<file path="src/rtl/mstc_pkg.sv">
// mstc_pkg: shared constants and controller/datapath interface types
// for the minimum spanning tree cost unit; no dependencies
`timescale 1ns / 1ps

package mstc_pkg;

  localparam int MAX_VERTICES = 256;
  localparam int MAX_EDGES    = 1024;
  localparam int WEIGHT_BITS  = 16;

  localparam int END_BITS    = 8;
  localparam int INW_BITS    = 16;
  localparam int VCNT_BITS   = 9;
  localparam int COST_BITS   = 24;
  localparam int TAKEN_BITS  = 8;
  localparam int IN_TDATA_W  = 32;
  localparam int OUT_TDATA_W = 40;

  localparam logic [VCNT_BITS-1:0] VCNT_RESET = 9'd1;
  localparam logic [COST_BITS-1:0] COST_MAX   = 24'hFFFFFF;

  // commands from the controller to the datapath
  typedef struct packed {
    logic load;      // input item accepted
    logic start;     // begin a compute
    logic init_wr;   // write one singleton entry of the parent store
    logic scan_clr;  // begin a pass over the edge store
    logic scan_rd;   // issue one edge store read
    logic mark;      // best edge becomes the last visited key
    logic sel_a;     // walker starts at endpoint a
    logic sel_b;     // walker starts at endpoint b
    logic hop;       // walker moves to its parent
    logic save_a;    // walker position is the root of a
    logic link;      // link root of a under root of b
    logic publish;   // load the result register
  } mstc_cmd_t;

  // status from the datapath to the controller
  typedef struct packed {
    logic init_last;
    logic scan_done;
    logic rd_pend;
    logic found;
    logic out_range;
    logic is_root;
    logic same_set;
    logic more;
    logic out_busy;
  } mstc_sts_t;

endpackage

</file>
<file path="src/rtl/mstc_ctrl.sv">
// mstc_ctrl: sequencer for load, parent init, scan passes and root walks
// depends on mstc_pkg
`timescale 1ns / 1ps

module mstc_ctrl (
  input  logic               clk,
  input  logic               rst,
  input  logic               in_valid,
  input  logic               in_last,
  output logic               in_ready,
  input  mstc_pkg::mstc_sts_t sts,
  output mstc_pkg::mstc_cmd_t cmd
);

  typedef enum logic [3:0] {
    IDLE, INIT, SCAN_BEGIN, SCAN, PICK, FA_RD, FA_CHK, FB_RD, FB_CHK, DONE
  } state_t;

  state_t state, state_next;

  assign in_ready = (state == IDLE);

  // next state and commands
  always_comb begin
    state_next = state;
    cmd        = '0;
    unique case (state)
      IDLE: begin
        if (in_valid) begin
          cmd.load = 1'b1;
          if (in_last) begin
            cmd.start  = 1'b1;
            state_next = INIT;
          end
        end
      end
      INIT: begin
        cmd.init_wr = 1'b1;
        if (sts.init_last) state_next = SCAN_BEGIN;
      end
      SCAN_BEGIN: begin
        if (!sts.more) begin
          state_next = DONE;
        end else begin
          cmd.scan_clr = 1'b1;
          state_next   = SCAN;
        end
      end
      SCAN: begin
        if (!sts.scan_done) cmd.scan_rd = 1'b1;
        else if (!sts.rd_pend) state_next = PICK;
      end
      PICK: begin
        if (!sts.found) begin
          state_next = DONE;
        end else begin
          cmd.mark = 1'b1;
          if (sts.out_range) begin
            state_next = SCAN_BEGIN;
          end else begin
            cmd.sel_a  = 1'b1;
            state_next = FA_RD;
          end
        end
      end
      FA_RD: state_next = FA_CHK;
      FA_CHK: begin
        if (sts.is_root) begin
          cmd.save_a = 1'b1;
          cmd.sel_b  = 1'b1;
          state_next = FB_RD;
        end else begin
          cmd.hop    = 1'b1;
          state_next = FA_RD;
        end
      end
      FB_RD: state_next = FB_CHK;
      FB_CHK: begin
        if (sts.is_root) begin
          cmd.link   = !sts.same_set;
          state_next = SCAN_BEGIN;
        end else begin
          cmd.hop    = 1'b1;
          state_next = FB_RD;
        end
      end
      DONE: begin
        if (!sts.out_busy) begin
          cmd.publish = 1'b1;
          state_next  = IDLE;
        end
      end
      default: state_next = IDLE;
    endcase
  end

  // state register
  always_ff @(posedge clk) begin
    if (rst) begin
      state <= IDLE;
    end else begin
      state <= state_next;
    end
  end

endmodule

</file>
<file path="config.mk">
export PLATFORM = sky130hd
export DESIGN_NAME = mstc_ctrl
export DESIGN_NICKNAME = d
export VERILOG_FILES = /design/src/rtl/mstc_pkg.sv /design/src/rtl/mstc_ctrl.sv
export SDC_FILE = /design/constraint.sdc
export NUM_CORES = 1
export LEC_CHECK = 0
export BUFFER_PORTS_ARGS = -buffer_cell sky130_fd_sc_hd__buf_2
export CORE_AREA = 3 3 40 42
export DETAILED_ROUTE_END_ITERATION = 16
export DIE_AREA = 0 0 43 45
export PLACE_DENSITY_LB_ADDON = 0.1
export SETUP_SLACK_MARGIN = 0.4
export SLEW_MARGIN = 40
export SYNTH_ARGS = -nofsm -noshare
export SYNTH_HDL_FRONTEND = slang
export SYNTH_SLANG_ARGS = --single-unit
export TNS_END_PERCENT = 50
</file>
<file path="constraint.sdc">
create_clock -name clk -period 2 [get_ports clk]
set_clock_uncertainty 0.1 [all_clocks]
set_input_delay 0.4 -clock clk [delete_from_list [all_inputs] [get_ports clk]]
set_output_delay 0.4 -clock clk [all_outputs]
set_load 0.01 [all_outputs]
</file>
==> metrics.txt, run 1 <==
commonest non-fill, non-tap cell in the layout=buf_2; Cell Area, Synth=approximately 460 µm²; post-synthesis sequential area ratio=around 17%; Peak supply drop=0.504 mV; post-DP HPWL=1080 µm; Clock Power Share=roughly 14%; P_int=about 0.00044 W; Multi-input gate area=438 µm²; Die X=approximately 43 µm; Crit path max-delay family=simple AND/OR/NAND/NOR gates; ant diodes=0; Worst setup EP type=primary output; Sw Ratio=43.9%; initial cell density of the core=between 30% and 40%; Reg clk slew, reported paths=~40 ps; Crit path required time=roughly 1500 ps; final hold violations=0; PortBufs=25; DRC Markers=0; P_sw=about 0.00034 W; clk sink count=4; vias per cell=~5.7; Clock Tree Root=clkbuf_4; CP Launch Type=flip-flop; Cell variety after synth=30; CP arrival=around 1300 ps; Final Cell Area=a little over 800 µm²; P&R area growth vs syn=77.5%; MaxCap Viol Count=0; Placeable Area=approximately 1300 µm²; die area=slightly below 2000 µm²; Largest Register=state; Finish-stage setup viols=0; I/O pin cnt=26; worst stage delay on the critical path=around 360 ps; Fin Setup TNS=0 ps; crit share post-route=between 80% and 90%; WP buf/inv=1; DP Area=just over 600 µm²; CTS H-tree lvls=1; Setup Crit Path Kind=reg -> out; post-route ant nets=0; Worst-Skew Late Latency=~250 ps; gr usage total=between 15 and 20%; top flop regs=state x4; vias in the first global route=~580; Avg Cell Area, Syn=about 7.2 µm²; Flop pwr share=a little over a fifth; slowest stage cell, crit path=dfxtp_4; Die Y=about 45 µm; CTS tree=built; f_max=between 500 and 600 MHz; most frequent cells in the layout=buf_2 (25), buf_4 (9), nor3_1 (4), buf_6 (4), dfxtp_4 (4); logic gate share of total power=~65%; number of synthesized register bits=4; DRT iter0 DRCs=16; share of post-route cells with drive strength above 1=approximately 60%; first-pass GRT wire length=around 2600 µm; LEAKAGE=~0.36 nW; Fillers=between 100 and 150; min Tclk post-route=1760 ps; worst rel slew slack=between 70% and 80%; yosys warns=0; num rows=13; final slew viol count=0; syn nets=between 70 and 80; RSZ-0062 raised after global routing=true; PwrDens=about 960 nW/µm²; detailed-router iteration count before antenna repair=4; CTS buffer count=3; WL/cell=around 15 µm; initial antenna violation count=0; actual slew at the worst max-slew pin=~340 ps; # nets final=roughly 120; HP Class=in -> reg; Routed WL=1710 µm; gpl congestion=0.909; FF/Latch Area=95.1 µm²; crit-path cells=nand2b_4 > nor3_4 > and3b_1 > buf_2; global route overflow=0; pin count of the biggest net entering global routing=11; max FFs per register=4; vias after detailed routing=661; Max Fanout on Critical Path=5; clock buffer depth=2; status=finished, final reports clean; synthesized instance count=64
==> worst paths after layout <==
path                               start  endpoint  slack [ps]  cells after the start
worst max-delay path            state[1]    cmd[1]         240                      4
worst min-delay path                 rst  state[3]         280                      2
worst max register to register  state[3]  state[1]         330                      6
worst min register to register  state[2]  state[2]         500                      2
==> synthesized netlist by cell type (all sizes together) <==
master   instances  area [µm²]
nand2b           4        25.0
nor2             5        18.8
and3b            2        17.5
a31oi            1        6.26
o21ai            4        20.0
and2             1        6.26
o311ai           1        8.76
nand2            3        11.3
clkbuf           4        15.0
o31a             2        17.5
a2bb2oi          1        8.76
a211oi           2        15.0
buf              2        18.8
nor4             1        6.26
and3             3        18.8
dfxtp            4        80.1
o32ai            2        25.0
mux2             1        11.3
nand4b           1        8.76
nor2b            4        25.0
inv              1        3.75
nor3             7        35.0
a21oi            3        15.0
or4              2        18.8
o21a             2        15.0
a32o             1        10.0
==> routing by layer <==
metal  up-vias  wire length, µm  global-route usage (%)
li1        317                -                       -
met1       303              709                    22.1
met2        37              807                    29.6
met3         4              150                    2.39
met4         0               43                    15.1
met5         -                0                       0
==> cells by family after synthesis <==
| family | share of synthesized area (%) |
|---|---|
| AO/OA/AOI/OAI | 30.6 |
| buffers and inverters | 8.13 |
| flip-flops | 17.3 |
| multiplexers | 2.44 |
| AND/OR/NAND/NOR | 41.5 |
==> power groups by stage <==
stage          Combinational (W)  Clock (W)  Sequential (W)
6_report                0.000506   0.000108        0.000170
5_1_grt                 0.000546   0.000107        0.000178
4_1_cts                 0.000464   0.000106        0.000165
3_5_place_dp            0.000358          0        0.000143
3_3_place_gp            0.000361          0        0.000144
2_1_floorplan           0.000267          0        0.000122
==> metrics by stage <==
step                      cells  util, %  total power [W]  setup slack (ps)  hold slack, ps
after global placement      103     47.9         0.000505               237             542
after floorplan              64        -         0.000389               377             372
after global routing        115     63.8         0.000831               190             299
final                       115     63.8         0.000784               242             284
after detailed placement    103     47.9         0.000501               284             545
after CTS                   114     61.1         0.000735               256             286
==> area by class of cell <==
cell class,instances,area share [%]
Multi-Input combinational cell,53,53.4
Timing Repair Buffer,39,29.5
Inverter,1,0.458
Clock buffer,3,2.75
Sequential cell,4,11.6
Tap cell,15,2.29
==> repair_timing <==
item | 4_1_cts | 5_1_grt
hold buffers | 0 | 0
pin swaps | 8 | 2
gates resized for setup | 23 | 5
endpoints found under the setup margin | 15 | 16
buffers inserted | 8 | 1
No activity file was read; power rests on OpenSTA's default activity.
==> run 2: changes to the inputs <==
- BUFFER_PORTS_ARGS: -buffer_cell sky130_fd_sc_hd__buf_2 -> not set
- CORE_AREA: 3 3 40 42 -> 2 2 39 41
- DIE_AREA: 0 0 43 45 -> 0 0 41 43
- DONT_BUFFER_PORTS: not set -> 1
==> metrics.txt, run 2 (synthesized netlist as in run 1, its figures left out) <==
vias in the first global route=roughly 640; RSZ-0062 raised after global routing=true; die area=approximately 1800 µm²; vias after detailed routing=between 500 and 600; CTS H-tree lvls=1; vias per cell=slightly below 6; Largest Register=state; FF-to-FF Start=state[1]; CP Launch Type=flip-flop; DRT iter0 DRCs=6; Fin Setup TNS=0 ps; global route overflow=0; Max Fanout on Critical Path=4; Clock Tree Root=clkbuf_4; pin count of the biggest net entering global routing=8; top flop regs=state x4; PwrDens=1090 nW/µm²; num rows=14; Hold Startpoint=rst; final slew viol count=0; MaxCap Viol Count=0; post-DP HPWL=approximately 1000 µm; Placeable Area=1380 µm²; crit share post-route=between 80% and 90%; Finish-stage setup viols=0; Worst-Skew Late Latency=approximately 240 ps; f_max=between 500 and 600 MHz; WL/cell=about 17 µm; worst rel slew slack=between 70% and 80%; PortBufs=0; most frequent cells in the layout=buf_4 (17), buf_6 (5), dfxtp_4 (4); final hold violations=0; DRC Markers=0; Peak supply drop=between 0.6 and 0.7 mV; Flop pwr share=between 15 and 20%; Fillers=between 100 and 150; final hold slack=~120 ps; Worst setup EP type=primary output; Sw Ratio=41.4%; Setup Crit Path Kind=reg -> out; CP arrival=approximately 1300 ps; Multi-input gate area=~460 µm²; initial antenna violation count=0; post-route ant nets=0; CTS tree=built; I/O pin cnt=26; Crit path required time=about 1500 ps; FF/Latch Area=approximately 95 µm²; crit-path cells=buf_6 > nand2b_4 > nor2_4 > a21oi_1 > nor3_2; clock buffer depth=2; P&R area growth vs syn=70.7%; clk sink count=4; worst stage delay on the critical path=approximately 350 ps; # nets final=98; LEAKAGE=roughly 0.3 nW; HP Class=in -> reg; CP Launch Point=state[1]; Clock Power Share=11.9%; ant diodes=0; CTS buffer count=3; logic gate share of total power=71.2%; P_int=between 0.0005 and 0.0006 W; min Tclk post-route=~1800 ps; Die Y=between 40 and 50 µm; status=finished, final reports clean; first-pass GRT wire length=approximately 2700 µm; share of post-route cells with drive strength above 1=61.4%; Die X=41 µm; max FFs per register=4; slowest stage cell, crit path=dfxtp_4; commonest non-fill, non-tap cell in the layout=buf_4; initial cell density of the core=roughly 33%; gpl congestion=approximately 0.81; Routed WL=~1600 µm; gr usage total=22.9%; Reg clk slew, reported paths=roughly 40 ps; P_sw=about 0.00036 W; detailed-router iteration count before antenna repair=4; actual slew at the worst max-slew pin=around 430 ps
-- run 2: cell types whose count changed in the layout (fill, tap and decap cells not counted), moves of 2 or more --
cell	change
and3_1	-2
buf_4	+8
buf_2	-25
nor3_4	+2
nor3_1	-2
nor2_2	+2
-- run 2: timing repair --
action                                  CTS  global route
setup buffers                            14             2
endpoints found under the setup margin   15            16
endpoints found under the hold margin     0             0
gates resized for setup                  34             4
pin swaps                                 3             4
hold buffers                              0             0
gates cloned                              0             0
-- run 2: worst paths after layout --
path	end	slack, ps	depth (start not counted)
max reg2reg	state[1]	340	6
max	cmd[3]	230	5
min	state[3]	120	1
min reg2reg	state[2]	520	2
-- run 2: final cells by class --
class	instances	area share, %
multi-input cells	53	58.7
well taps	16	2.54
inverters	1	0.476
flip-flops and latches	4	12.1
repair buffers	22	23.3
clock buffers	3	2.86
-- run 2: metrics by stage --
step                      std cells  util [%]  worst slack, ps  area, µm²  power, W
final                            99      57.0              234        788  0.000859
after global routing             99      57.0              180        788  0.000922
after CTS                        97      55.0              256        761  0.000818
after detailed placement         80      36.1              206        499  0.000481
after global placement           80      36.1              187        499  0.000487
after floorplan                  64         -              377        468  0.000389
-- run 2: worst max-delay path, delay by kind of cell (launching register included) --
kind / cells / cell delay, ps
AOI/OAI and AO/OA: 1 / 50
buffers and inverters: 1 / 130
and+or+nand+nor: 3 / 490
DFF: 1 / 350
-- run 2: per-layer routing --
layer  wire length [µm]  vias up  track usage (%)
met5                  0        -                0
met4                 23        0             10.0
met3                101        2             8.38
met2                861       25             34.1
met1                661      280             28.2
li1                   -      280                -
-- run 2: power by group through the flow --
stage | logic, W | clock network (W) | registers (W)
floorplan | 0.000267 | 0 | 0.000122
global placement | 0.000340 | 0 | 0.000147
detailed placement | 0.000334 | 0 | 0.000147
CTS | 0.000561 | 0.000105 | 0.000151
global route | 0.000656 | 0.000114 | 0.000152
finish | 0.000612 | 0.000102 | 0.000145
==> run 3: changes to the inputs <==
- ABC_AREA: not set -> 1
==> metrics.txt, run 3 <==
synthesized instance count=81; Hold Buf Count CTS=0; Synth Area in Adders=0%; final hold violations=0; clk sink count=4; Synth area leader=dfxtp_1; Crit path required time=approximately 1500 ps; share of the synthesized area in the top cell type=17.7%; post-DP HPWL=~940 µm; status=finished, final reports clean; CP arrival=1120 ps; post-synthesis simple-gate area fraction=between 50% and 60%; R2R setup slack=approximately 690 ps; Die X=about 41 µm; I/O pin cnt=26; final hold slack=118 ps; vias in the first global route=461; die area=about 1800 µm²; Sw Ratio=between 50% and 60%; reg2reg end=state[1]; first-pass GRT wire length=1820 µm; Reg clk slew, reported paths=30 ps; Finish-stage setup viols=0; DRC Markers=0; final slew viol count=0; min Tclk post-route=about 1600 ps; gpl congestion=approximately 0.75; Compound-Gate Fraction of Synth Area=under 10%; CP Launch Type=flip-flop; hold path endpoint=state[1]; gr usage total=around 15%; Reg2Reg Depth=7; Clock Power Share=15.6%; clock buffer depth=2; DRT iter0 DRCs=14; WL/cell=~12 µm; Worst setup EP type=primary output; CTS buffer count=3; initial antenna violation count=0; number of synthesized register bits=4; Post-synth EDFFs=0; Die Y=about 43 µm; top flop regs=state x4; hold depth=1; vias after detailed routing=540; Max Fanout on Critical Path=6; global route overflow=0; most frequent cells in the layout=nand2_1 (11), inv_1 (9), nor2_1 (9); Placeable Area=roughly 1400 µm²; max FFs per register=4; Routed WL=~1200 µm; DP Area=465 µm²; initial cell density of the core=approximately a third; Avg Cell Area, Syn=5.59 µm²; Setup Crit Path Kind=reg -> out; Clock Tree Root=clkbuf_4; Synth Area in XOR/XNOR=0%; Cell variety after synth=19; actual slew at the worst max-slew pin=about 330 ps; dominant synthesized flop cell=dfxtp_1; PortBufs=0; Fillers=between 150 and 200; Worst-Skew Late Latency=roughly 230 ps; f_max=617 MHz; LEAKAGE=about 0.32 nW; num rows=14; P_int=slightly above 0.0003 W; commonest non-fill, non-tap cell in the layout=nand2_1; FFs w/ async S/R, synth=0%; vias per cell=between 5 and 6; yosys warns=0; Fin Setup TNS=0 ps; Final Cell Area=roughly 630 µm²; P&R area growth vs syn=39.2%; RSZ-0062 raised after global routing=true; CTS H-tree lvls=1; ant diodes=0; Largest Register=state; PwrDens=~1000 nW/µm²; MaxCap Viol Count=0; FF-to-FF Start=state[0]; Cell Area, Synth=around 450 µm²; post-route ant nets=0; HP Class=in -> reg; Flop pwr share=21.0%; largest family of logic cells by synthesized area=simple AND/OR/NAND/NOR gates; count leader, synth=inv_1; worst rel slew slack=77.7%; post-synthesis sequential area ratio=approximately 18%; share of post-route cells with drive strength above 1=48.3%; pin count of the biggest net entering global routing=9; detailed-router iteration count before antenna repair=2; synth cell count leaders=inv_1 (16), nand2_1 (15), nor2_1 (15); logic gate share of total power=a little under two thirds; mux share of post-synthesis cell area=0%; crit share post-route=slightly above 80%; # nets final=around 100; syn nets=94; CP Launch Point=state[0]; Synth area leaders=dfxtp_1 (18%), inv_1 (13%), nand2_1 (12%), nor2_1 (12%), nand3_1 (7.7%); CTS tree=built; Peak supply drop=~0.54 mV; Hold Startpoint=rst; P_sw=about 0.00032 W
run 3: area by class of cell:
| class | count | area (µm²) | share of cell area, % |
|---|---|---|---|
| clock buffers | 3 | 22.5 | 3.57 |
| inverters | 18 | 70.1 | 11.1 |
| multi-input cells | 58 | 379 | 60.1 |
| flip-flops and latches | 4 | 90.1 | 14.3 |
| well taps | 16 | 20.0 | 3.17 |
| repair buffers | 6 | 48.8 | 7.74 |
run 3: routing by layer:
layer / vias to the layer above / track usage (%) / share of wire, %
met5: - / 0 / 0
met4: 0 / 4.00 / 0
met3: 0 / 4.71 / 7.7
met2: 18 / 24.1 / 49
met1: 245 / 18.4 / 43
li1: 277 / - / -
run 3: repair_timing:
action                     CTS  global route
gates cloned                 0             0
setup buffers                4             2
pin swaps                    6             4
setup endpoints to repair   13            11
gates resized for setup     26            11
run 3: kinds of logic after synthesis:
logic type,Yosys count
buffers and inverters,19
and+or+nand+nor,51
DFF,4
AOI/OAI and AO/OA,7
run 3: worst max-delay path by stage:
stage / end / cells past startpoint
finish: cmd[11] / 5
global placement: cmd[10] / 5
floorplan: cmd[10] / 5
CTS: cmd[5] / 6
detailed placement: cmd[10] / 5
global route: cmd[11] / 5
run 3: metrics by stage:
step / cells / utilization [%] / setup WS (ps) / power, W
after floorplan: 81 / - / 416 / 0.000346
after global routing: 105 / 45.6 / 328 / 0.000679
final: 105 / 45.6 / 379 / 0.000628
after CTS: 103 / 41.9 / 363 / 0.000586
after detailed placement: 96 / 33.6 / 299 / 0.000401
after global placement: 96 / 33.6 / 314 / 0.000404
run 3: critical path, stage by stage, from the launching register on:
cell	delay [ps]
dfxtp_2	350
inv_2	90
nand2_4	90
nor2_4	160
inv_2	80
nor2_4	120
run 3: power groups by stage:
stage	sequential (W)	clock [W]	combinational [W]
after floorplan	0.000118	0	0.000229
after global placement	0.000124	0	0.000280
after detailed placement	0.000123	0	0.000278
after CTS	0.000126	0.000104	0.000356
after global routing	0.000132	0.000110	0.000436
final	0.000132	0.0000983	0.000398
